[src/hw/rtl/chroma_wedge_key_invert_unit_macros.svh]
// Assertion helpers for the chroma wedge key block.
// Both macros sample on clk_i and are disabled while rst_ni is low.
`ifndef CHROMA_WEDGE_KEY_INVERT_UNIT_MACROS_SVH
`define CHROMA_WEDGE_KEY_INVERT_UNIT_MACROS_SVH
`ifndef SYNTHESIS
`define CWK_ASSERT(lbl, prop, msg) \
  lbl: assert property (@(posedge clk_i) disable iff (!rst_ni) (prop)) else $error(msg);
`define CWK_NEVER(lbl, cond, msg) \
  lbl: assert property (@(posedge clk_i) disable iff (!rst_ni) !(cond)) else $error(msg);
`else
`define CWK_ASSERT(lbl, prop, msg)
`define CWK_NEVER(lbl, cond, msg)
`endif
`endif

[src/hw/rtl/cwk_pkg.sv]
package cwk_pkg;

  localparam int unsigned TDATA_W    = 24;
  localparam int unsigned CFG_IDX_W  = 3;
  localparam int unsigned CFG_DATA_W = 27;

  localparam logic signed [29:0] DIST_CLAMP_HI = 30'sd268435456;
  localparam logic [22:0]        SPILL_ONE     = 23'd4096;

  typedef enum logic [CFG_IDX_W-1:0] {
    CFG_KEY_COS         = 3'd0,
    CFG_KEY_SIN         = 3'd1,
    CFG_WEDGE_SLOPE     = 3'd2,
    CFG_INVERSE_RANGE   = 3'd3,
    CFG_DISTANCE_OFFSET = 3'd4,
    CFG_SPILL_GAIN      = 3'd5,
    CFG_KEY_CHROMA      = 3'd6,
    CFG_SWAP_SELECTION  = 3'd7
  } cfg_idx_e;

  typedef struct packed {
    logic signed [13:0] key_cos;
    logic signed [13:0] key_sin;
    logic signed [26:0] wedge_slope;
    logic        [12:0] inverse_range;
    logic signed [21:0] distance_offset;
    logic        [12:0] spill_gain;
    logic        [15:0] key_chroma;
    logic               swap_selection;
  } cfg_t;

  localparam cfg_t CFG_RESET = '{
    key_cos:         14'sd4096,
    key_sin:         14'sd0,
    wedge_slope:     27'sd7094,
    inverse_range:   13'd408,
    distance_offset: 22'sd0,
    spill_gain:      13'd0,
    key_chroma:      16'd0,
    swap_selection:  1'b0
  };

  // Pixel after rotation into the key frame
  typedef struct packed {
    logic        [7:0]  luma;
    logic signed [8:0]  uc;
    logic signed [8:0]  vc;
    logic signed [10:0] xx;
    logic        [9:0]  ayy;
  } item_t;

  typedef struct packed {
    logic full;
    logic empty;
  } fifo_stat_t;

endpackage

[src/hw/rtl/cwk_fifo.sv]
`include "chroma_wedge_key_invert_unit_macros.svh"

module cwk_fifo
  import cwk_pkg::*;
#(
  parameter int unsigned DEPTH = 4
) (
  input  logic       clk_i,
  input  logic       rst_ni,
  input  logic       push_i,
  input  item_t      item_i,
  input  logic       pop_i,
  output item_t      item_o,
  output fifo_stat_t stat_o
);

  localparam int unsigned PTR_W = (DEPTH > 1) ? $clog2(DEPTH) : 1;
  localparam int unsigned CNT_W = $clog2(DEPTH + 1);

  item_t             mem_q [DEPTH];
  logic [PTR_W-1:0]  wr_ptr_d, wr_ptr_q, rd_ptr_d, rd_ptr_q;
  logic [CNT_W-1:0]  cnt_d, cnt_q;

  assign stat_o.full  = (cnt_q == CNT_W'(DEPTH));
  assign stat_o.empty = (cnt_q == '0);
  assign item_o       = mem_q[rd_ptr_q];

  always_comb begin
    wr_ptr_d = wr_ptr_q;
    rd_ptr_d = rd_ptr_q;
    cnt_d    = cnt_q;
    if (push_i) begin
      wr_ptr_d = (wr_ptr_q == PTR_W'(DEPTH - 1)) ? '0 : wr_ptr_q + PTR_W'(1);
    end
    if (pop_i) begin
      rd_ptr_d = (rd_ptr_q == PTR_W'(DEPTH - 1)) ? '0 : rd_ptr_q + PTR_W'(1);
    end
    if (push_i && !pop_i) begin
      cnt_d = cnt_q + CNT_W'(1);
    end else if (pop_i && !push_i) begin
      cnt_d = cnt_q - CNT_W'(1);
    end
  end

  always_ff @(posedge clk_i or negedge rst_ni) begin
    if (!rst_ni) begin
      wr_ptr_q <= '0;
      rd_ptr_q <= '0;
      cnt_q    <= '0;
    end else begin
      wr_ptr_q <= wr_ptr_d;
      rd_ptr_q <= rd_ptr_d;
      cnt_q    <= cnt_d;
    end
  end

  always_ff @(posedge clk_i) begin
    if (push_i) begin
      mem_q[wr_ptr_q] <= item_i;
    end
  end

  `CWK_NEVER(a_fifo_overflow, push_i && stat_o.full, "transfer pushed into a full queue")
  `CWK_NEVER(a_fifo_underflow, pop_i && stat_o.empty, "transfer popped from an empty queue")
  `CWK_ASSERT(a_fifo_ptr_empty, (cnt_q == '0) |-> (wr_ptr_q == rd_ptr_q), "queue pointers diverge")

endmodule

[config.mk]
export PLATFORM = sky130hd
export DESIGN_NAME = cwk_fifo
export DESIGN_NICKNAME = d
export VERILOG_FILES = /design/src/hw/rtl/cwk_pkg.sv /design/src/hw/rtl/cwk_fifo.sv
export VERILOG_INCLUDE_DIRS = /design/src /design/src/hw/rtl
export SDC_FILE = /design/constraint.sdc
export NUM_CORES = 1
export LEC_CHECK = 0
export BUFFER_PORTS_ARGS = -buffer_cell sky130_fd_sc_hd__buf_2
export CORE_ASPECT_RATIO = 1.2
export CORE_MARGIN = 2
export CORE_UTILIZATION = 38
export DETAILED_ROUTE_END_ITERATION = 6
export GPL_ROUTABILITY_DRIVEN = 1
export SLEW_MARGIN = 20
export SYNTH_ARGS = -nofsm -noshare
export SYNTH_HDL_FRONTEND = slang
export SYNTH_SLANG_ARGS = --single-unit
[constraint.sdc]
create_clock -name clk_i -period 2.6 [get_ports clk_i]
set_input_delay 0.13 -clock clk_i [delete_from_list [all_inputs] [get_ports clk_i]]
set_output_delay 0.13 -clock clk_i [all_outputs]
set_load 0.005 [all_outputs]
==> reports/metrics.yaml <==
timing:
  slew_viol_final: 0
  fin_skew_ps: 9.68
  relSlewSlack_pct: 53.4
  setup_ws_ps: 288
  grt_setup_unrepaired: "false"
  finalCritPeriodShare_pct: 88.9
  finalHoldViolCount: 0
  tightest_slew_ps: 699
  max_freq_mhz: 432
  fin_crit_ps: 2310
  setup_viol: 0
  fin_tns_setup_ps: 0
logic_synthesis:
  syn_area_mm2: 0.00722
  synth_nets: 341
  yosysUniqueCellTypes: 22
  synth_seq_area_share_pct: 80.6
  synth_seq_cells: 195
  syn_inst: 283
  avgSynthCellArea_um2: 25.5
  yosysWarnings: 0
critical_path:
  start_kind: "register"
  rrSetupSlack_ps: 850
  rr_startpoint: "rd_ptr_q[1]$_DFFE_PN0P_"
  criticalPathCategory: "register to primary output"
  slowest_delay_ps: 770
  cp.arrival_ps: 2180
  crit_fanout: 24
  reg2regPathDepth: 3
  crit_family: "flip-flops"
  critical_path.startpoint: "rd_ptr_q[0]$_DFFE_PN0P_"
  end_kind: "primary output"
  endpoint: "item_o[4]"
  path_cells: "buf_4 > mux4_2 > buf_2"
  crit_required_ps: 2470
  worstPathBufferInverterCount: 2
  cp_slowest_cell: "dfrtp_4"
  timing.rr.end: "rd_ptr_q[1]$_DFFE_PN0P_"
  crit_cells: 3
pwr:
  power_mw: 9.33
  power_frac_clock_pct: 28.2
  combinationalPowerShare_pct: 24.9
  p_seq_share_pct: 46.9
  cellPowerDensity_mw_per_mm2: 1020
  power.switching_mw: 2.45
  p_int_mw: 6.88
  swShare_pct: 26.2
  ir_worst_vdd_v: 0.000525
  p_leak_nw: 3.19
die:
  rows: 55
  dieArea_mm2: 0.0201
  io_pins: 100
  start_util_pct: 38.6
  chipHeight_um: 155
  core_mm2: 0.0187
  die_w_um: 130
flow_run:
  maxCapViolations: 0
finish:
  syn_to_final_growth_pct: 26.9
  drive_gt1_share_pct: 41.6
  fillerInstances: 1582
  final_common_cell: "edfxtp_1"
  final_cell_mix: "188 x edfxtp_1, 99 x buf_2, 50 x dlygate4sd3_1"
  nets: 509
  final_area_mm2: 0.00916
routing:
  drc: 0
  viasPerCell: 4.71
  vias: 3397
  routed_wl_um: 12900
  initialDrtViolationCount: 200
  wire_per_inst_um: 18.0
  ant_nets: 0
  drtPass1Iterations: 4
place:
  dp_hpwl_um: 7840
  port_buffers: 99
  place_congestion: 0.637
  dp_slack_ps: 670
  placed_cell_area_mm2: 0.00806
grt:
  grt_pass1_vias: 3782
  grt.total_usage_pct: 13.8
  antenna_found_initial: 1
  grt_pass1_wl_um: 20300
  grt_overflow: 0
  grt_max_degree: 34
clock_tree:
  cts_buffer_depth: 2
  post-cts-setup-buffer-count: 0
  post_cts_resized: 0
  clk_latency_ps: 430
  cts_hold_buffers: 50
  cts_root_buffer: "clkbuf_16"
  cts_buffers: 17
  cts_tree: "yes"
  clk_pin_slew_ps: 70
  htree_levels: 4
  cts_sinks: 195
status:
  status: "complete, no violations"
worst_hold_path:
  hold_class: "input pin to asynchronous set/reset pin"
layout make-up:
class	instances	area (um2)	share of cell area [%]
flip-flops and latches	195	5830	63.6
multi-input cells	73	1290	14.1
repair buffers	160	1100	12.0
clock buffers	21	450	4.92
well taps	256	320	3.50
clock inverters	11	154	1.68
inverters	4	15.0	0.164
diodes	1	2.50	0.0273
kinds of logic (layout without fill, tap and decap cells):
| family | after synthesis | in the layout | synth area share (%) |
|---|---|---|---|
| compound gates | 2 | 2 | 0.139 |
| xor+xnor | 3 | 3 | 0.364 |
| fa+ha+maj | 7 | 7 | 1.32 |
| buf+inv | 15 | 196 | 1.54 |
| flops | 195 | 195 | 80.6 |
| mux | 50 | 50 | 15.2 |
| other cells | 0 | 1 | 0 |
| simple gates | 11 | 11 | 0.780 |
power groups by stage:
| stage | sequential [mW] | clock, mW | combinational, mW |
|---|---|---|---|
| 2_1_floorplan | 4.22 | 0 | 1.63 |
| 3_3_place_gp | 4.43 | 0 | 2.31 |
| 3_5_place_dp | 4.47 | 0 | 2.33 |
| 4_1_cts | 4.41 | 2.70 | 2.40 |
| 5_1_grt | 4.46 | 2.82 | 2.57 |
| 6_report | 4.38 | 2.63 | 2.32 |
synth_stat cells:
master,number,share of area [%]
edfxtp_1,188,78
nor3_1,1,0.069
o21ai_0,2,0.14
buf_12,2,0.55
buf_4,3,0.31
buf_1,1,0.052
ha_1,6,1.0
nand2_1,2,0.10
clkbuf_1,1,0.052
buf_6,1,0.16
xor2_1,2,0.24
dfrtp_1,7,2.4
buf_2,3,0.21
and2_1,4,0.35
xnor2_1,1,0.12
inv_1,4,0.21
nor3b_1,1,0.10
fa_1,1,0.28
mux2_2,3,0.47
mux4_1,2,0.73
mux4_2,45,14
nor2_1,3,0.16
per-layer routing:
metal	track usage [%]	share of wire, %	vias up
li1	-	-	1536
met1	16.2	42	1771
met2	24.2	52	75
met3	4.30	4.4	15
met4	4.45	1.4	0
met5	0	0	-
through the flow:
| step | hold slack [ps] | utilization [%] | std cells |
|---|---|---|---|
| after global placement | -23.9 | 43.0 | 638 |
| after floorplan | -166 | - | 283 |
| final | 73.1 | 49.0 | 721 |
| after global routing | 67.0 | 49.0 | 721 |
| after CTS | 44.7 | 48.9 | 720 |
| after detailed placement | -15.7 | 43.0 | 638 |
registers in the layout, summed over array words and instances (netlist names):
register,flops
cnt_q,3
mem_q,188
rd_ptr_q,2
wr_ptr_q,2
how the worst min path moves through the flow:
stage | startpoint | end | cells past startpoint
3_3_place_gp | rst_ni | cnt_q[2]$_DFFE_PN0P_ | 1
2_1_floorplan | rst_ni | cnt_q[0]$_DFFE_PN0P_ | 0
3_5_place_dp | rst_ni | cnt_q[2]$_DFFE_PN0P_ | 1
4_1_cts | rst_ni | cnt_q[2]$_DFFE_PN0P_ | 2
6_report | rst_ni | cnt_q[2]$_DFFE_PN0P_ | 2
5_1_grt | rst_ni | cnt_q[2]$_DFFE_PN0P_ | 2
worst register-to-register path, stage by stage, from the launching register on:
cell     delay (ps)
dfrtp_2         820
buf_12          290
ha_1            260
mux2_2          260
Power figures use the tool's default switching activity.
