<file path="config.mk">
export PLATFORM = sky130hd
export DESIGN_NAME = cwk_back
export DESIGN_NICKNAME = d
export VERILOG_FILES = /design/src/hw/rtl/chroma_wedge_key_invert_unit_macros.svh /design/src/hw/rtl/cwk_pkg.sv /design/src/hw/rtl/cwk_back.sv
export SDC_FILE = /design/constraint.sdc
export NUM_CORES = 2
export LEC_CHECK = 0
export BUFFER_PORTS_ARGS = -buffer_cell sky130_fd_sc_hd__buf_2
export CAP_MARGIN = 20
export CORE_MARGIN = 4
export CORE_UTILIZATION = 55
export DETAILED_ROUTE_END_ITERATION = 8
export PLACE_DENSITY = 0.72
export SETUP_SLACK_MARGIN = 0.05
export SYNTH_ARGS = -nofsm -noshare
export SYNTH_HDL_FRONTEND = slang
export SYNTH_SLANG_ARGS = --single-unit
export TNS_END_PERCENT = 5
</file>
<file path="constraint.sdc">
create_clock -name clk_i -period 16.6 [get_ports clk_i]
set_clock_uncertainty 0.2 [all_clocks]
set_input_delay 0.83 -clock clk_i [delete_from_list [all_inputs] [get_ports clk_i]]
set_output_delay 0.83 -clock clk_i [all_outputs]
set_load 0.02 [all_outputs]
</file>
<file path="src/hw/rtl/chroma_wedge_key_invert_unit_macros.svh">
// Assertion helpers for the chroma wedge key block.
// Both macros sample on clk_i and are disabled while rst_ni is low.
`ifndef CHROMA_WEDGE_KEY_INVERT_UNIT_MACROS_SVH
`define CHROMA_WEDGE_KEY_INVERT_UNIT_MACROS_SVH
`ifndef SYNTHESIS
`define CWK_ASSERT(lbl, prop, msg) \
  lbl: assert property (@(posedge clk_i) disable iff (!rst_ni) (prop)) else $error(msg);
`define CWK_NEVER(lbl, cond, msg) \
  lbl: assert property (@(posedge clk_i) disable iff (!rst_ni) !(cond)) else $error(msg);
`else
`define CWK_ASSERT(lbl, prop, msg)
`define CWK_NEVER(lbl, cond, msg)
`endif
`endif

</file>
<file path="src/hw/rtl/cwk_pkg.sv">
package cwk_pkg;

  localparam int unsigned TDATA_W    = 24;
  localparam int unsigned CFG_IDX_W  = 3;
  localparam int unsigned CFG_DATA_W = 27;

  localparam logic signed [29:0] DIST_CLAMP_HI = 30'sd268435456;
  localparam logic [22:0]        SPILL_ONE     = 23'd4096;

  typedef enum logic [CFG_IDX_W-1:0] {
    CFG_KEY_COS         = 3'd0,
    CFG_KEY_SIN         = 3'd1,
    CFG_WEDGE_SLOPE     = 3'd2,
    CFG_INVERSE_RANGE   = 3'd3,
    CFG_DISTANCE_OFFSET = 3'd4,
    CFG_SPILL_GAIN      = 3'd5,
    CFG_KEY_CHROMA      = 3'd6,
    CFG_SWAP_SELECTION  = 3'd7
  } cfg_idx_e;

  typedef struct packed {
    logic signed [13:0] key_cos;
    logic signed [13:0] key_sin;
    logic signed [26:0] wedge_slope;
    logic        [12:0] inverse_range;
    logic signed [21:0] distance_offset;
    logic        [12:0] spill_gain;
    logic        [15:0] key_chroma;
    logic               swap_selection;
  } cfg_t;

  localparam cfg_t CFG_RESET = '{
    key_cos:         14'sd4096,
    key_sin:         14'sd0,
    wedge_slope:     27'sd7094,
    inverse_range:   13'd408,
    distance_offset: 22'sd0,
    spill_gain:      13'd0,
    key_chroma:      16'd0,
    swap_selection:  1'b0
  };

  // Pixel after rotation into the key frame
  typedef struct packed {
    logic        [7:0]  luma;
    logic signed [8:0]  uc;
    logic signed [8:0]  vc;
    logic signed [10:0] xx;
    logic        [9:0]  ayy;
  } item_t;

  typedef struct packed {
    logic full;
    logic empty;
  } fifo_stat_t;

endpackage

</file>
<file path="src/hw/rtl/cwk_back.sv">
module cwk_back
  import cwk_pkg::*;
(
  input  logic               clk_i,
  input  logic               rst_ni,
  input  cfg_t               cfg_i,
  input  fifo_stat_t         fifo_stat_i,
  input  item_t              item_i,
  output logic               pop_o,
  output logic               m_axis_tvalid_o,
  input  logic               m_axis_tready_i,
  output logic [TDATA_W-1:0] m_axis_tdata_o
);

  logic       adv;
  logic [4:0] stg_vld_d, stg_vld_q;
  logic       out_vld_d, out_vld_q;

  // stage 1: slope product, offset distance, spill product
  logic [7:0]  s1_luma_q;
  logic signed [8:0]  s1_uc_q, s1_vc_q;
  logic signed [36:0] s1_pslope_d, s1_pslope_q;
  logic signed [23:0] s1_dpart_d, s1_dpart_q;
  logic [22:0] s1_sp_d, s1_sp_q;
  logic        s1_xpos_d, s1_xpos_q;

  // stage 2: distance clamp, spill clamp
  logic [7:0]  s2_luma_q;
  logic signed [8:0]  s2_uc_q, s2_vc_q;
  logic signed [37:0] wedge_dist;
  logic signed [29:0] s2_dcl_d, s2_dcl_q;
  logic [12:0] s2_s_d, s2_s_q;

  // stage 3: alpha product, spill products
  logic [7:0]  s3_luma_q;
  logic signed [8:0]  s3_uc_q, s3_vc_q;
  logic signed [43:0] s3_aprod_d, s3_aprod_q;
  logic signed [20:0] s3_su_d, s3_su_q, s3_sv_d, s3_sv_q;

  // stage 4: alpha, suppressed chroma
  logic [7:0]  s4_luma_q;
  logic signed [23:0] ash;
  logic [7:0]  alpha_c;
  logic [7:0]  s4_alpha_d, s4_alpha_q;
  logic signed [9:0]  s4_cu_d, s4_cu_q, s4_cv_d, s4_cv_q;

  // stage 5: blend sums
  logic signed [9:0]  wy;
  logic signed [8:0]  alpha_s;
  logic signed [19:0] s5_by_d, s5_by_q, s5_bu_d, s5_bu_q, s5_bv_d, s5_bv_q;

  // output stage: rounding divide and clamp
  logic signed [20:0] dy, du, dv;
  logic signed [12:0] qy, qu, qv;
  logic [7:0]  oy_d, ou_d, ov_d, oy_q, ou_q, ov_q;

  assign adv   = !out_vld_q || m_axis_tready_i;
  assign pop_o = adv && !fifo_stat_i.empty;

  always_comb begin
    s1_pslope_d = 37'($signed({1'b0, item_i.ayy})) * 37'(cfg_i.wedge_slope);
    s1_dpart_d  = 24'(cfg_i.distance_offset) - (24'(item_i.xx) <<< 12);
    s1_xpos_d   = !item_i.xx[10] && (item_i.xx != '0);
    s1_sp_d     = s1_xpos_d ? 23'(item_i.xx[9:0]) * 23'(cfg_i.spill_gain) : '0;
  end

  always_comb begin
    wedge_dist = 38'(s1_dpart_q) + 38'(s1_pslope_q);
    if (wedge_dist[37]) begin
      s2_dcl_d = -30'sd1;
    end else if (wedge_dist > 38'(DIST_CLAMP_HI)) begin
      s2_dcl_d = DIST_CLAMP_HI;
    end else begin
      s2_dcl_d = wedge_dist[29:0];
    end
    if (!s1_xpos_q) begin
      s2_s_d = '0;
    end else if (s1_sp_q > SPILL_ONE) begin
      s2_s_d = SPILL_ONE[12:0];
    end else begin
      s2_s_d = s1_sp_q[12:0];
    end
  end

  always_comb begin
    s3_aprod_d = 44'(s2_dcl_q) * 44'($signed({1'b0, cfg_i.inverse_range}));
    s3_su_d    = 21'($signed({1'b0, s2_s_q})) * 21'($signed(cfg_i.key_chroma[7:0]));
    s3_sv_d    = 21'($signed({1'b0, s2_s_q})) * 21'($signed(cfg_i.key_chroma[15:8]));
  end

  always_comb begin
    ash = $signed(s3_aprod_q[43:20]);
    if (ash[23]) begin
      alpha_c = 8'd0;
    end else if (ash > 24'sd255) begin
      alpha_c = 8'd255;
    end else begin
      alpha_c = ash[7:0];
    end
    s4_alpha_d = cfg_i.swap_selection ? 8'd255 - alpha_c : alpha_c;
    s4_cu_d    = 10'(s3_uc_q) - 10'($signed(s3_su_q[20:12]));
    s4_cv_d    = 10'(s3_vc_q) - 10'($signed(s3_sv_q[20:12]));
  end

  always_comb begin
    alpha_s = $signed({1'b0, s4_alpha_q});
    wy      = 10'sd255 - (10'($signed({1'b0, s4_luma_q})) <<< 1);
    s5_by_d = 20'($signed({1'b0, s4_luma_q})) * 20'sd255 + 20'(wy) * 20'(alpha_s);
    s5_bu_d = 20'(s4_cu_q) * 20'sd255 - (20'(s4_cu_q) <<< 1) * 20'(alpha_s);
    s5_bv_d = 20'(s4_cv_q) * 20'sd255 - (20'(s4_cv_q) <<< 1) * 20'(alpha_s);
  end

  always_comb begin
    dy = 21'(s5_by_q) + 21'sd1 + 21'(s5_by_q >>> 8);
    du = 21'(s5_bu_q) + 21'sd1 + 21'(s5_bu_q >>> 8);
    dv = 21'(s5_bv_q) + 21'sd1 + 21'(s5_bv_q >>> 8);
    qy = $signed(dy[20:8]);
    qu = $signed(du[20:8]);
    qv = $signed(dv[20:8]);
    if (qy[12]) begin
      oy_d = 8'd0;
    end else if (qy > 13'sd255) begin
      oy_d = 8'd255;
    end else begin
      oy_d = qy[7:0];
    end
    if (qu < -13'sd128) begin
      ou_d = 8'd0;
    end else if (qu > 13'sd127) begin
      ou_d = 8'd255;
    end else begin
      ou_d = {~qu[7], qu[6:0]};
    end
    if (qv < -13'sd128) begin
      ov_d = 8'd0;
    end else if (qv > 13'sd127) begin
      ov_d = 8'd255;
    end else begin
      ov_d = {~qv[7], qv[6:0]};
    end
  end

  always_comb begin
    stg_vld_d = stg_vld_q;
    out_vld_d = out_vld_q;
    if (adv) begin
      stg_vld_d = {stg_vld_q[3:0], pop_o};
      out_vld_d = stg_vld_q[4];
    end
  end

  always_ff @(posedge clk_i or negedge rst_ni) begin
    if (!rst_ni) begin
      stg_vld_q <= '0;
      out_vld_q <= 1'b0;
    end else begin
      stg_vld_q <= stg_vld_d;
      out_vld_q <= out_vld_d;
    end
  end

  always_ff @(posedge clk_i) begin
    if (adv) begin
      s1_luma_q   <= item_i.luma;
      s1_uc_q     <= item_i.uc;
      s1_vc_q     <= item_i.vc;
      s1_pslope_q <= s1_pslope_d;
      s1_dpart_q  <= s1_dpart_d;
      s1_sp_q     <= s1_sp_d;
      s1_xpos_q   <= s1_xpos_d;

      s2_luma_q <= s1_luma_q;
      s2_uc_q   <= s1_uc_q;
      s2_vc_q   <= s1_vc_q;
      s2_dcl_q  <= s2_dcl_d;
      s2_s_q    <= s2_s_d;

      s3_luma_q  <= s2_luma_q;
      s3_uc_q    <= s2_uc_q;
      s3_vc_q    <= s2_vc_q;
      s3_aprod_q <= s3_aprod_d;
      s3_su_q    <= s3_su_d;
      s3_sv_q    <= s3_sv_d;

      s4_luma_q  <= s3_luma_q;
      s4_alpha_q <= s4_alpha_d;
      s4_cu_q    <= s4_cu_d;
      s4_cv_q    <= s4_cv_d;

      s5_by_q <= s5_by_d;
      s5_bu_q <= s5_bu_d;
      s5_bv_q <= s5_bv_d;

      oy_q <= oy_d;
      ou_q <= ou_d;
      ov_q <= ov_d;
    end
  end

  assign m_axis_tvalid_o = out_vld_q;
  assign m_axis_tdata_o  = {ov_q, ou_q, oy_q};

endmodule

</file>
==> results.md <==
- Async SR Flop Fraction: 0.0160
- Vias in the first global route: ~50000
- Synth cell count leaders: inv_1 (1448), fa_1 (1168), ha_1 (716)
- Worst path required time: 16.77 ns
- Slowest cell on the critical path: edfxtp_1
- Register area: around 0.011 mm^2
- Multi-input gate area: between 0.04 and 0.05 mm^2
- Vias: 45600
- Reg clk slew, reported paths: 0.07 ns
- Synth area leaders: fa_1 (35%), edfxtp_1 (17%), ha_1 (13%)
- Post-Syn Area: 0.0667 mm^2
- Routed vias/inst: 5.40
- Max Fclk: 108 MHz
- Tmin final: 9.23 ns
- Syn Inst Count: 6780
- Top cell type's share of synthesized area: 0.351
- Clock root buffer: clkbuf_16
- Share of layout cells above drive strength 1: 0.0465
- Setup_tns: 0 ns
- Clock Path Buffers: 3
- CTS buffer count: 47
- Number of DRC markers in iteration 0: 2148
- CORE AREA: about 0.12 mm^2
- Crit path largest cell delay: 0.59 ns
- Htree depth: 2
- Crit share post-route: 0.556
- First-pass iteration count of the detailed router: 6
- Hold Violations, Final: 0
- First-pass GRT wire length: between 200 and 250 mm
- Gpl congestion: 0.882
- Fin nets: 8857
- All-layer global routing usage: 0.235
- Max-slew violations: 0
- Post-synth EDFFs: 368
- RSZ-0062 raised after global routing: false
- Boundary Pins: 198
- Avg Inst Size Synth: between 9 and 10 um^2
- Die Ht: 356 um
- WL final: 142 mm
- Most frequent cell after synthesis: inv_1
- Ys flop type: edfxtp_1
- CP most frequent cell: fa_1
- Tightest Pin Transition: ~1.0 ns
- Post-Syn Nets: 8836
- CTS tree: built
- Final HPWL DP: 113 mm
- Max Cap Viol: 0
- Worst path arrival time: 9.40 ns
- GR Overflow Total: 0
- HP Class: input port to flop
- Clk Latency, worst-skew pair: 0.65 ns
- Initial Utilization: 0.555
- Num rows: 127
- YS warnings: 0
- Post-DRT Antenna Nets: 0
- Slew headroom: 0.336
- Non-filler cells, final: roughly 8500
- Die ar.: between 0.1 and 0.15 mm^2
- Sequential area share after synthesis: 0.168
- Largest net degree at the start of global routing: 99
- Final setup fails: 0
- Die X: 356 um
- Initial antenna violation count: 17
- CP Class: flop to flop
- DP Cell Count: 8362
- PortBufs: 168
- DR WL/cell: 16.8 um
- Crit. End Element: flop
- # clock sinks: 374
- Filler cell count: 10200
- Largest area contributor in the netlist: fa_1
- Reg-to-reg setup timing slack: 7.37 ns
- Status: completed
- Synthesis-to-layout area growth: 5.74%
- Flops & latches, synth: 374
- DRC Markers: 0
- Count of cell types in the netlist: between 90 and 100
- Startpoint Class: flop
- CP max FO: 20
-- state kept, by name, summed over array words and instances, names as in the netlist, 10 cells and up --
register	count
s4_cu_q	10
s1_sp_q	23
s5_bu_q	20
s5_bv_q	20
s5_by_q	20
s2_dcl_q	30
s3_aprod_q	24
s4_cv_q	10
s1_pslope_q	37
s1_dpart_q	24
s2_s_q	13
-- cell usage in the layout, fill, tap and decap left out, types with 67 or more instances in the layout --
master    netlist  routed
xnor2_1       191     191
and2_1        645     645
inv_1        1448    1447
a21oi_1       172     172
fa_1         1168    1168
buf_2           3     169
xor2_1        106     106
nand2_1       623     623
a21o_1         80      80
edfxtp_1      368     368
nor3_1         79      79
o21ai_0        98      98
o21a_1         67      67
ha_1          716     716
nor2_1        202     202
-- repair_timing --
item	4_1_cts	5_1_grt
hold endpoints to repair	6	0
resized for setup	0	0
buffers inserted	0	0
hold buffers	1	0
-- through the flow --
| stage | setup WS [ns] | cell area (um^2) | hold slack, ns | util |
|---|---|---|---|---|
| final | 7.37 | 70500 | 0.161 | 0.587 |
| after global routing | 6.86 | 70500 | 0.137 | 0.587 |
| after CTS | 7.33 | 70500 | 0.121 | 0.587 |
| after detailed placement | 7.40 | 68800 | 0.205 | 0.573 |
| after global placement | 7.43 | 68800 | 0.206 | 0.573 |
| after floorplan | 7.34 | 66700 | 0.200 | - |
-- routing by layer --
metal  global-route usage  part of all wire  up-vias
li1                     -                 -    21200
met1                0.297              0.41    23200
met2                0.427              0.52      991
met3               0.0275             0.047      224
met4               0.0617             0.024        8
met5                    0           0.00032        -
-- layout make-up --
class                      count  area share
antenna                        6    0.000213
clock buffer                  52      0.0171
clock inverter                36     0.00582
inverter                    1450      0.0773
multi-input combinational   4738       0.698
sequential                   374       0.159
tap                         1612      0.0286
timing repair buffer         190      0.0143
-- critical path, delay by kind of cell, from the launching register on --
family	cells	cell delay, ns
compound gates	4	0.82
xor+xnor	3	0.38
fa+ha+maj	11	4.99
buf+inv	8	0.75
flops	1	0.59
simple gates	6	1.24
-- cells by family after synthesis --
family / after synthesis / share of synthesized area
AO/OA/AOI/OAI: 670 / 0.0666
XOR/XNOR: 298 / 0.0393
adder cells (fa/ha/maj): 1885 / 0.485
buffers and inverters: 1668 / 0.0942
flip-flops: 374 / 0.168
multiplexers: 13 / 0.00240
AND/OR/NAND/NOR: 1872 / 0.144
-- worst paths after layout --
kind                                    startpoint  cells past startpoint                     endpoint
min                                     item_i[21]                      1         s1_vc_q[0]$_DFFE_PN_
max reg2reg                s4_alpha_q[3]$_DFFE_PN_                     32        s5_bv_q[19]$_DFFE_PN_
max                        s4_alpha_q[3]$_DFFE_PN_                     32        s5_bv_q[19]$_DFFE_PN_
min in group asynchronous                   rst_ni                      2  m_axis_tvalid_o$_DFFE_PN0N_
min reg2reg                 s2_luma_q[5]$_DFFE_PN_                      0       s3_luma_q[5]$_DFFE_PN_
max in group asynchronous                   rst_ni                      2     stg_vld_q[2]$_DFFE_PN0N_
Power is left out: the tool's default activity adds up to more than one toggle a clock period on the data nets, which glitch-free logic cannot reach.
