## config.mk

```make
export PLATFORM = sky130hd
export DESIGN_NAME = cwk_front
export DESIGN_NICKNAME = d
export VERILOG_FILES = /design/src/hw/rtl/chroma_wedge_key_invert_unit_macros.svh /design/src/hw/rtl/cwk_pkg.sv /design/src/hw/rtl/cwk_front.sv
export SDC_FILE = /design/constraint.sdc
export NUM_CORES = 1
export LEC_CHECK = 0
export BUFFER_PORTS_ARGS = -buffer_cell sky130_fd_sc_hd__clkbuf_2
export CORE_ASPECT_RATIO = 0.5
export CORE_MARGIN = 2
export CORE_UTILIZATION = 50
export CTS_CLUSTER_SIZE = 40
export DETAILED_ROUTE_END_ITERATION = 8
export PLACE_DENSITY = 0.73
export SYNTH_ARGS = -nofsm -noshare
export SYNTH_HDL_FRONTEND = slang
export SYNTH_SLANG_ARGS = --single-unit
```

## constraint.sdc

```tcl
create_clock -name clk_i -period 3.45 [get_ports clk_i]
set_input_delay 0.345 -clock clk_i [delete_from_list [all_inputs] [get_ports clk_i]]
set_output_delay 0.345 -clock clk_i [all_outputs]
set_load 0.03 [all_outputs]
```

## src/hw/rtl/chroma_wedge_key_invert_unit_macros.svh

```systemverilog
// Assertion helpers for the chroma wedge key block.
// Both macros sample on clk_i and are disabled while rst_ni is low.
`ifndef CHROMA_WEDGE_KEY_INVERT_UNIT_MACROS_SVH
`define CHROMA_WEDGE_KEY_INVERT_UNIT_MACROS_SVH
`ifndef SYNTHESIS
`define CWK_ASSERT(lbl, prop, msg) \
  lbl: assert property (@(posedge clk_i) disable iff (!rst_ni) (prop)) else $error(msg);
`define CWK_NEVER(lbl, cond, msg) \
  lbl: assert property (@(posedge clk_i) disable iff (!rst_ni) !(cond)) else $error(msg);
`else
`define CWK_ASSERT(lbl, prop, msg)
`define CWK_NEVER(lbl, cond, msg)
`endif
`endif

```

## src/hw/rtl/cwk_pkg.sv

```systemverilog
package cwk_pkg;

  localparam int unsigned TDATA_W    = 24;
  localparam int unsigned CFG_IDX_W  = 3;
  localparam int unsigned CFG_DATA_W = 27;

  localparam logic signed [29:0] DIST_CLAMP_HI = 30'sd268435456;
  localparam logic [22:0]        SPILL_ONE     = 23'd4096;

  typedef enum logic [CFG_IDX_W-1:0] {
    CFG_KEY_COS         = 3'd0,
    CFG_KEY_SIN         = 3'd1,
    CFG_WEDGE_SLOPE     = 3'd2,
    CFG_INVERSE_RANGE   = 3'd3,
    CFG_DISTANCE_OFFSET = 3'd4,
    CFG_SPILL_GAIN      = 3'd5,
    CFG_KEY_CHROMA      = 3'd6,
    CFG_SWAP_SELECTION  = 3'd7
  } cfg_idx_e;

  typedef struct packed {
    logic signed [13:0] key_cos;
    logic signed [13:0] key_sin;
    logic signed [26:0] wedge_slope;
    logic        [12:0] inverse_range;
    logic signed [21:0] distance_offset;
    logic        [12:0] spill_gain;
    logic        [15:0] key_chroma;
    logic               swap_selection;
  } cfg_t;

  localparam cfg_t CFG_RESET = '{
    key_cos:         14'sd4096,
    key_sin:         14'sd0,
    wedge_slope:     27'sd7094,
    inverse_range:   13'd408,
    distance_offset: 22'sd0,
    spill_gain:      13'd0,
    key_chroma:      16'd0,
    swap_selection:  1'b0
  };

  // Pixel after rotation into the key frame
  typedef struct packed {
    logic        [7:0]  luma;
    logic signed [8:0]  uc;
    logic signed [8:0]  vc;
    logic signed [10:0] xx;
    logic        [9:0]  ayy;
  } item_t;

  typedef struct packed {
    logic full;
    logic empty;
  } fifo_stat_t;

endpackage

```

## src/hw/rtl/cwk_front.sv

```systemverilog
module cwk_front
  import cwk_pkg::*;
(
  input  logic               clk_i,
  input  logic               rst_ni,
  input  cfg_t               cfg_i,
  input  logic               s_axis_tvalid_i,
  output logic               s_axis_tready_o,
  input  logic [TDATA_W-1:0] s_axis_tdata_i,
  input  fifo_stat_t         fifo_stat_i,
  output logic               push_o,
  output item_t              item_o
);

  logic               vld_d, vld_q;
  item_t              item_d, item_q;
  logic signed [8:0]  uc, vc;
  logic signed [22:0] rx, ry;
  logic signed [10:0] yy;
  logic               accept;

  always_comb begin
    uc = $signed({1'b0, s_axis_tdata_i[15:8]}) - 9'sd128;
    vc = $signed({1'b0, s_axis_tdata_i[23:16]}) - 9'sd128;
    rx = 23'(uc) * 23'(cfg_i.key_cos) + 23'(vc) * 23'(cfg_i.key_sin);
    ry = 23'(vc) * 23'(cfg_i.key_cos) - 23'(uc) * 23'(cfg_i.key_sin);
    yy = $signed(ry[22:12]);
    item_d.luma = s_axis_tdata_i[7:0];
    item_d.uc   = uc;
    item_d.vc   = vc;
    item_d.xx   = $signed(rx[22:12]);
    item_d.ayy  = yy[10] ? 10'(-yy) : yy[9:0];
  end

  assign s_axis_tready_o = !vld_q || !fifo_stat_i.full;
  assign accept          = s_axis_tvalid_i && s_axis_tready_o;
  assign push_o          = vld_q && !fifo_stat_i.full;
  assign item_o          = item_q;

  always_comb begin
    vld_d = vld_q;
    if (accept) begin
      vld_d = 1'b1;
    end else if (push_o) begin
      vld_d = 1'b0;
    end
  end

  always_ff @(posedge clk_i or negedge rst_ni) begin
    if (!rst_ni) begin
      vld_q <= 1'b0;
    end else begin
      vld_q <= vld_d;
    end
  end

  always_ff @(posedge clk_i) begin
    if (accept) begin
      item_q <= item_d;
    end
  end

endmodule

```

==> reports/summary.txt, run 1 <==
minimum clock period = 6.27 ns
Post-Syn Instances = 1997
I/O Pins = 198
largest net degree at the start of global routing = 31
Die Span Y = 144 um
die width = 284 um
fraction of layout cells with a size suffix above 1 = 23.1%
largest fanout on the critical path = 8
Buf/Inv on CP = 4
Yosys warnings = 0
Routed wire per std cell = 17.4 um
Cell Rows = 51
Detailed Route Iter0 Violations = 977
Syn Area/Cell = 9.81 um2
total number of vias = 14397
WL final = 49600 um
Worst setup EP type = register
synthesized area = 19600 um2
Root Buffer = clkbuf_16
Synth Flop Type = edfxtp_1
Filler cells = 3052
final setup fails = 21
initial antenna violation count = 2
post-route cell area = 23800 um2
GR Overflow Total = 0
Post-Place Cell Area = 22700 um2
FF+latch area = 1380 um2
R2R Setup Slk = 1.68 ns
PortBufs = 104
register area share after synthesis = 7.03%
crit-path max cell delay = 0.50 ns
Critical Path Start Type = input pin
starting density of the core = 50.6%
final setup skew = 0.0112 ns
failing checks = negative setup slack
Post-route DRC = 0
synth cell count leaders = 497 x fa_1, 496 x inv_1, 227 x nand2_1
Yosys cell types = 53
count leader, synth = fa_1
crit path cell chain = clkbuf_2, or2_4, fa_1, fa_1, inv_1, fa_1, inv_1, fa_1, fa_1, inv_1, fa_1, fa_2, ha_1, o2111ai_1, a21oi_1, a221o_1, a31o_4, a211oi_4, nor2_2, o41a_1, xnor2_1
H-Tree Depth = 2
WL met3 = 3810 um
routability cong. = 0.899
DP Cell Count = 2808
Critical Path RT = 3.51 ns
RSZ-0062 raised after global routing = yes
hpwl dp = 40300 um
Clk pin slew, worst setup/hold paths = 0.08 ns
EDFF count, synth = 45
Crit path max-delay family = adder cells
Worst Hold Class = in -> reg
vias in the first global route = 15586
asr flop ratio synth = 2.17%
Final #Nets = 3135
Least-Margin Pin Slew = 0.775 ns
global-route wire length before repair = 80800 um
Area Growth Syn to Fin = 21.7%
area leader, netlist = fa_1
setup TNS = -54.85 ns
#FFs+latches synth = 46
outcome = finished with violations
Slew Limit Fails = 0
Setup WS post-layout = -2.82 ns
met1 WL = 20700 um
CTS buffer count = 5
Worst EP arrival = 6.34 ns
Routed Antenna Nets = 0
area taken by multi-input logic gates = 16500 um2
most common cell type on the critical path = fa_1
max layer used = met4
maximum clock rate = 159 MHz
Synth top area share = 50.8%
die area = 40900 um2
number of vias per cell = 5.05
wire length on met2 = 23900 um
Setup CP Type = in -> reg
Net Count, Synth = 2814
Max Cap Violations = 0
Longest Clk Path Bufs = 2
All-Layer GR Usage = 25.5%
CTS tree = built
Worst slew margin = 48.3%
synth top area cells = fa_1 51%, ha_1 11%, inv_1 9.5%
clk sinks = 46
non-filler cells, final = 2851
Final Hold Vio Count = 0
CP max-delay cell = fa_1
Placeable Area = 38700 um2
DR pass1 iterations = 5
clk_lat worst skew = 0.31 ns
crit share post-route = 182%
-- cell families after synthesis --
family / share of synthesized area, %
adders and majority gates: 61.7
buffers and inverters: 11.3
and+or+nand+nor: 14.5
AOI/OAI and AO/OA: 2.54
xor gates and xnor gates: 2.95
DFF: 7.03
muxes: 0.0511
-- cells in the final DEF (no fill, tap or decap), types with 3 or more instances in the layout --
cell type,synthesis,routed
a211oi_2,3,4
a211oi_4,0,3
a21o_1,7,7
a21oi_1,20,7
a21oi_2,2,13
a31oi_1,3,3
and2_1,198,192
and2_4,0,5
and3_1,4,4
buf_12,0,17
buf_4,2,262
buf_6,0,14
buf_8,0,5
clkbuf_16,0,8
clkbuf_2,0,86
clkbuf_4,0,7
clkbuf_8,0,4
edfxtp_1,45,45
fa_1,497,486
fa_2,0,11
ha_1,171,155
ha_4,0,15
inv_1,496,490
inv_2,0,6
nand2_1,227,220
nand2_2,0,7
nand3_1,8,6
nand4_1,6,6
nor2_1,47,40
nor2_2,0,6
nor2b_1,33,32
nor3_1,6,4
o21ai_0,5,3
o21ai_1,4,4
or2_2,29,25
or2_4,0,4
xnor2_1,43,42
xor2_1,18,15
xor2_2,0,3
-- registers in the layout, summed over array words and instances, names as in the netlist --
| signal | count |
|---|---|
| item_o | 45 |
| vld_q | 1 |
-- area by class of cell --
class	count	share of cell area, %
multi-input cells	1366	69.4
repair buffers	402	13.5
inverters	497	7.83
flip-flops and latches	46	5.77
well taps	530	2.78
clock buffers	6	0.540
clock inverters	2	0.157
diodes	2	0.0210
-- stage by stage --
step | hold slack, ns | worst slack, ns | utilization [%]
after CTS | 0.212 | -2.71 | 60.6
after global routing | 0.212 | -3.00 | 61.6
after floorplan | 0.0494 | -2.78 | -
after detailed placement | 0.121 | -3.20 | 58.7
after global placement | 0.120 | -3.07 | 58.7
final | 0.216 | -2.82 | 61.6
-- path summary, 6_finish.rpt --
| check | from | to | cells after the start |
|---|---|---|---|
| setup / recovery | cfg_i[106] | item_o[20] | 21 |
| hold / removal | s_axis_tdata_i[1] | item_o[40] | 1 |
| setup reg to reg | vld_q | item_o[6] | 3 |
| hold reg to reg | vld_q | vld_q | 2 |
| max in group asynchronous | rst_ni | vld_q | 2 |
| min in group asynchronous | rst_ni | vld_q | 2 |
-- timing repair --
item                                    4_1_cts  5_1_grt
hold buffers                                  1        0
gates cloned                                  2        1
endpoints found under the setup margin       21       21
setup buffers                                16       15
pin swaps                                    39       37
hold endpoints to repair                      1        0
gates resized for setup                      90       46
-- layer usage --
| layer | vias to the layer above | GRT usage [%] |
|---|---|---|
| li1 | 6442 | - |
| met1 | 7336 | 34.8 |
| met2 | 531 | 42.7 |
| met3 | 88 | 3.71 |
| met4 | 0 | 7.52 |
| met5 | - | 0 |
Power of run 1 is not shown: default switching activity piles up to over one toggle a cycle in this logic, so the estimate is an artifact.
==> run 2: changes to the inputs <==
--- a/config.mk
+++ b/config.mk
@@ -5,13 +5,14 @@
 export SDC_FILE = /design/constraint.sdc
 export NUM_CORES = 1
 export LEC_CHECK = 0
+export ABC_CLOCK_PERIOD_IN_PS = 5200
 export BUFFER_PORTS_ARGS = -buffer_cell sky130_fd_sc_hd__clkbuf_2
 export CORE_ASPECT_RATIO = 0.5
 export CORE_MARGIN = 2
 export CORE_UTILIZATION = 50
 export CTS_CLUSTER_SIZE = 40
 export DETAILED_ROUTE_END_ITERATION = 8
-export PLACE_DENSITY = 0.73
+export PLACE_DENSITY = 0.76
 export SYNTH_ARGS = -nofsm -noshare
 export SYNTH_HDL_FRONTEND = slang
 export SYNTH_SLANG_ARGS = --single-unit
==> constraint.sdc (replaced) <==
create_clock -name clk_i -period 5.2 [get_ports clk_i]
set_input_delay 0.52 -clock clk_i [delete_from_list [all_inputs] [get_ports clk_i]]
set_output_delay 0.52 -clock clk_i [all_outputs]
set_load 0.03 [all_outputs]
==> reports/summary.txt, run 2 (synthesis gave the netlist of run 1 again) <==
largest net degree at the start of global routing = 46 (+48%)
Placeable Area = 38700 um2 (unchanged)
Critical Path RT = 5.26 ns (+1.75 ns)
WL met3 = 4030 um (+5.6%)
Crit. Startpoint = s_axis_tdata_i[17]
H-Tree Depth = 2 (unchanged)
Longest Clk Path Bufs = 2 (unchanged)
crit share post-route = 124%
largest fanout on the critical path = 7 (-1)
total number of vias = 14682 (+2.0%)
Worst EP arrival = 6.49 ns (+0.15 ns)
most common cell after layout, fill and taps aside = fa_1
global-route wire length before repair = 82400 um (+2.0%)
met1 WL = 20300 um (-2.1%)
outcome = finished with violations
Area Growth Syn to Fin = 22.6%
Setup WS post-layout = -1.22 ns (+1.60 ns)
Routed wire per std cell = 18.0 um (+3.3%)
CTS buffer count = 5 (unchanged)
Critical Path Start Type = input pin
Routed Antenna Nets = 0 (unchanged)
Detailed Route Iter0 Violations = 1063 (+8.8%)
worst reg2reg path startpoint = vld_q
maximum clock rate = 156 MHz
RSZ-0062 raised after global routing = yes
final setup skew = 0.00780 ns (-0.00337 ns)
All-Layer GR Usage = 25.7% (+0.26 points)
Clk pin slew, worst setup/hold paths = 0.07 ns (about the same)
Filler cells = 2939 (-3.7%)
CP max-delay cell = fa_1
post-route cell area = 24000 um2 (+0.76%)
crit-path max cell delay = 0.53 ns (+0.03 ns)
Setup CP Type = in -> reg
Root Buffer = clkbuf_16
Worst slew margin = 54.4% (+6.1 points)
hpwl dp = 41100 um (+2.1%)
max reg flops = 45 (unchanged)
vias in the first global route = 16058 (+3.0%)
Final Hold Vio Count = 0 (unchanged)
FF+latch area = 1380 um2 (unchanged)
WL final = 51300 um (+3.3%)
Least-Margin Pin Slew = 0.684 ns (-0.0909 ns)
initial antenna violation count = 1 (-1)
most common cell type on the critical path = fa_1
PortBufs = 104 (unchanged)
most frequent cells in the layout = 486 x fa_1, 482 x inv_1, 260 x buf_4
Max Cap Violations = 0 (unchanged)
Worst Min Path Start = s_axis_tdata_i[6]
Worst setup EP type = register
minimum clock period = 6.42 ns
failing checks = negative setup slack
clk sinks = 46 (unchanged)
starting density of the core = 50.6% (unchanged)
crit path cell chain = buf_8, buf_12, and2_4, fa_1, fa_1, inv_1, fa_1, inv_1, fa_1, fa_1, fa_1, inv_2, fa_2, inv_2, ha_4, nand4_1, a21oi_4, a211oi_4, o31ai_2, xor2_1, buf_4, nor3b_4, a31oi_2, xnor2_1
GR Overflow Total = 0 (unchanged)
Die Span Y = 144 um (unchanged)
Cell Rows = 51 (unchanged)
area taken by multi-input logic gates = 16700 um2 (+0.70%)
CTS tree = built
die width = 284 um (unchanged)
wire length on met2 = 25100 um (+5.2%)
Post-Place Cell Area = 22800 um2 (+0.24%)
Slew Limit Fails = 0 (unchanged)
DR pass1 iterations = 5 (unchanged)
I/O Pins = 198 (unchanged)
fraction of layout cells with a size suffix above 1 = 24.2% (+1.1 points)
die area = 40900 um2 (unchanged)
max layer used = met4
Final #Nets = 3135 (unchanged)
final setup fails = 21 (unchanged)
routability cong. = 0.925 (+2.9%)
Post-route DRC = 0 (unchanged)
number of vias per cell = 5.15 (+2.0%)
clk_lat worst skew = 0.31 ns (about the same)
Worst Hold Class = in -> reg
## run 2: path summary, 6_finish.rpt
| path | slack [ns] | cells after the start | endpoint |
|---|---|---|---|
| setup / recovery | -1.22 | 24 | item_o[9] |
| hold / removal | 0.39 | 1 | item_o[45] |
| setup reg to reg | 3.65 | 3 | item_o[10] |
| hold reg to reg | 0.53 | 2 | vld_q |
| max in group asynchronous | 4.58 | 2 | vld_q |
| min in group asynchronous | 0.54 | 2 | vld_q |
## run 2: layout make-up
type,count,area share [%]
multi-input combinational,1366,69.3
timing repair buffer,402,13.7
clock buffer,6,0.536
antenna,1,0.0104
sequential,46,5.73
inverter,497,7.77
tap,530,2.76
clock inverter,2,0.156
## run 2: timing repair
item / 4_1_cts / 5_1_grt
setup endpoints to repair: 21 / 21
endpoints found under the hold margin: 1 / 0
gates cloned: 0 / 2
pin swaps: 43 / 46
gates resized for setup: 92 / 79
hold buffers: 1 / 0
buffers inserted: 21 / 10
## run 2: worst max-delay path: cells and delay by family
family,cells,cell delay (ns)
buffers and inverters,7,0.60
AO/OA/AOI/OAI,4,0.71
adder cells (fa/ha/maj),8,3.82
AND/OR/NAND/NOR,3,0.52
XOR/XNOR,2,0.29
## run 2: per-stage QoR
stage	hold slack (ns)	std cells	worst slack [ns]	setup TNS (ns)	utilization, %
after global routing	0.387	2850	-1.44	-24.44	62.0
after global placement	0.295	2807	-1.68	-27.25	58.8
after detailed placement	0.296	2807	-1.73	-29.56	58.8
final	0.390	2850	-1.22	-21.23	62.0
after CTS	0.388	2837	-1.15	-18.75	60.9
after floorplan	0.224	1997	-1.20	-19.83	-
## run 2: layer usage
metal  track usage [%]  vias to the layer above
met3              3.14                      129
met5                 0                        -
li1                  -                     6440
met1              34.3                     7468
met4              8.41                        0
met2              44.3                      645
Power of run 2 is left out for the same reason.
==> run 3: changes to the inputs <==
--- a/config.mk
+++ b/config.mk
@@ -9,10 +9,11 @@
 export BUFFER_PORTS_ARGS = -buffer_cell sky130_fd_sc_hd__clkbuf_2
 export CORE_ASPECT_RATIO = 0.5
 export CORE_MARGIN = 2
-export CORE_UTILIZATION = 50
+export CORE_UTILIZATION = 25
 export CTS_CLUSTER_SIZE = 40
 export DETAILED_ROUTE_END_ITERATION = 8
-export PLACE_DENSITY = 0.76
+export HOLD_SLACK_MARGIN = 0.15
+export PLACE_DENSITY = 0.46
 export SYNTH_ARGS = -nofsm -noshare
 export SYNTH_HDL_FRONTEND = slang
 export SYNTH_SLANG_ARGS = --single-unit
==> reports/summary.txt, run 3 (synthesis gave the netlist of run 1 again) <==
FF+latch area = 1380 um2 (unchanged)
fraction of layout cells with a size suffix above 1 = 25.7% (+1.5 points)
Filler cells = 7954 (+170%)
Root Buffer = clkbuf_16
Clk pin slew, worst setup/hold paths = 0.08 ns (about the same)
PortBufs = 104 (unchanged)
largest fanout on the critical path = 7 (unchanged)
Detailed Route Iter0 Violations = 660 (-38%)
number of vias per cell = 4.08 (-21%)
routability cong. = 0.844 (-8.8%)
die width = 400 um (+41%)
All-Layer GR Usage = 13.9% (-12 points)
most common cell type on the critical path = fa_1
CTS buffer count = 5 (unchanged)
minimum clock period = 6.40 ns (-0.0233 ns)
most common cell after layout, fill and taps aside = inv_1
starting density of the core = 25.3% (-25 points)
Buf/Inv on CP = 7 (unchanged)
outcome = finished with violations
Least-Margin Pin Slew = 0.688 ns (+0.00402 ns)
initial antenna violation count = 2 (+1)
Critical Path Start Type = input pin
GR Overflow Total = 0 (unchanged)
die area = 80800 um2 (+98%)
area taken by multi-input logic gates = 16800 um2 (+0.74%)
Setup CP Type = in -> reg
failing checks = negative setup slack
total number of vias = 13761 (-6.3%)
global-route wire length before repair = 86600 um (+5.1%)
final setup fails = 21 (unchanged)
vias in the first global route = 15172 (-5.5%)
crit path cell chain = buf_12, buf_12, and2_4, fa_1, inv_2, fa_1, inv_1, fa_1, fa_1, fa_1, fa_1, inv_2, fa_2, inv_2, ha_4, a211oi_2, o21bai_2, a21oi_4, a211oi_4, a211o_2, xnor2_4, buf_8, a21oi_2, xor2_1
Final #Nets = 3149 (+0.45%)
Critical Path RT = 5.26 ns (about the same)
clk sinks = 46 (unchanged)
Area Growth Syn to Fin = 28.6%
maximum clock rate = 156 MHz (+0.36%)
I/O Pins = 198 (unchanged)
crit share post-route = 123% (-0.45 points)
Worst slew margin = 54.1% (-0.27 points)
final setup skew = 0.0132 ns (+0.00536 ns)
Die Span Y = 202 um (+40%)
Cell Rows = 72 (+41%)
Crit path max-delay family = adder cells
CTS tree = built
Post-route DRC = 0 (unchanged)
Worst EP arrival = 6.46 ns (-0.03 ns)
most frequent cells in the layout = 477 x inv_1, 475 x fa_1, 256 x buf_4
WL final = 55700 um (+8.6%)
clk_lat worst skew = 0.32 ns (about the same)
Worst Hold Class = in -> reg
H-Tree Depth = 2 (unchanged)
Setup WS post-layout = -1.20 ns (+0.0233 ns)
largest net degree at the start of global routing = 46 (unchanged)
max reg flops = 45 (unchanged)
setup TNS = -20.08 ns (+1.14 ns)
Routed Antenna Nets = 0 (unchanged)
Placeable Area = 77400 um2 (+100%)
Slew Limit Fails = 0 (unchanged)
RSZ-0062 raised after global routing = yes
Final Hold Vio Count = 0 (unchanged)
Worst setup EP type = register
Hold WS = 0.373 ns (-0.0171 ns)
Longest Clk Path Bufs = 2 (unchanged)
Routed wire per std cell = 16.5 um (-8.2%)
Max Cap Violations = 0 (unchanged)
crit-path max cell delay = 0.54 ns (about the same)
DR pass1 iterations = 5 (unchanged)
hpwl dp = 45400 um (+11%)
CP max-delay cell = fa_1
[run 3: changes by cell type in the layout (fill, tap and decap cells not counted), sizes merged]
cell | before | now
buf | 299 | 321
diode | 1 | 2
clkbuf | 108 | 100
[run 3: per-layer routing]
| metal | global-route usage (%) | vias up | share of wire [%] |
|---|---|---|---|
| met5 | 0 | - | 0 |
| met4 | 2.90 | 0 | 1.8 |
| met3 | 0.726 | 31 | 2.4 |
| met2 | 23.1 | 173 | 48 |
| met1 | 20.0 | 7098 | 48 |
| li1 | - | 6459 | - |
[run 3: cell type report]
cell class,count,share of cell area (%)
Antenna cell,2,0.0199
Clock buffer,6,0.511
Clock inverter,2,0.149
Inverter,497,7.41
Multi-Input combinational cell,1366,66.6
Sequential cell,46,5.46
Tap cell,1036,5.14
Timing Repair Buffer,416,14.7
[run 3: final timing paths]
| path | slack (ns) | endpoint | startpoint | depth (start not counted) |
|---|---|---|---|---|
| setup reg to reg | 3.63 | item_o[12] | vld_q | 3 |
| hold reg to reg | 0.52 | vld_q | vld_q | 2 |
| hold / removal | 0.37 | item_o[44] | s_axis_tdata_i[5] | 1 |
| setup / recovery | -1.20 | item_o[7] | s_axis_tdata_i[21] | 24 |
| min in group asynchronous | 0.51 | vld_q | rst_ni | 2 |
| max in group asynchronous | 4.60 | vld_q | rst_ni | 2 |
[run 3: metrics by stage]
stage | setup WS, ns | utilization, % | instance area, um2 | instances
final | -1.20 | 32.6 | 25200 | 3371
after global placement | -1.66 | 30.5 | 23600 | 3326
after detailed placement | -1.67 | 30.5 | 23600 | 3326
after floorplan | -1.20 | - | 19900 | 1997
after global routing | -1.36 | 32.6 | 25200 | 3371
after CTS | -1.17 | 31.2 | 24100 | 3342
[run 3: what timing repair did]
action | in CTS | in global routing
pin swaps | 19 | 54
buffers inserted | 8 | 18
setup endpoints to repair | 21 | 21
resized for setup | 64 | 187
endpoints found under the hold margin | 1 | 0
cloned | 0 | 10
hold buffers | 1 | 0
[run 3: worst register-to-register path, cell delays in order (launching register included)]
cell and delay, ns:
dfrtp_1 0.38, nand2_1 0.09, and2_2 0.14, buf_4 0.54
Power of run 3 is left out for the same reason.
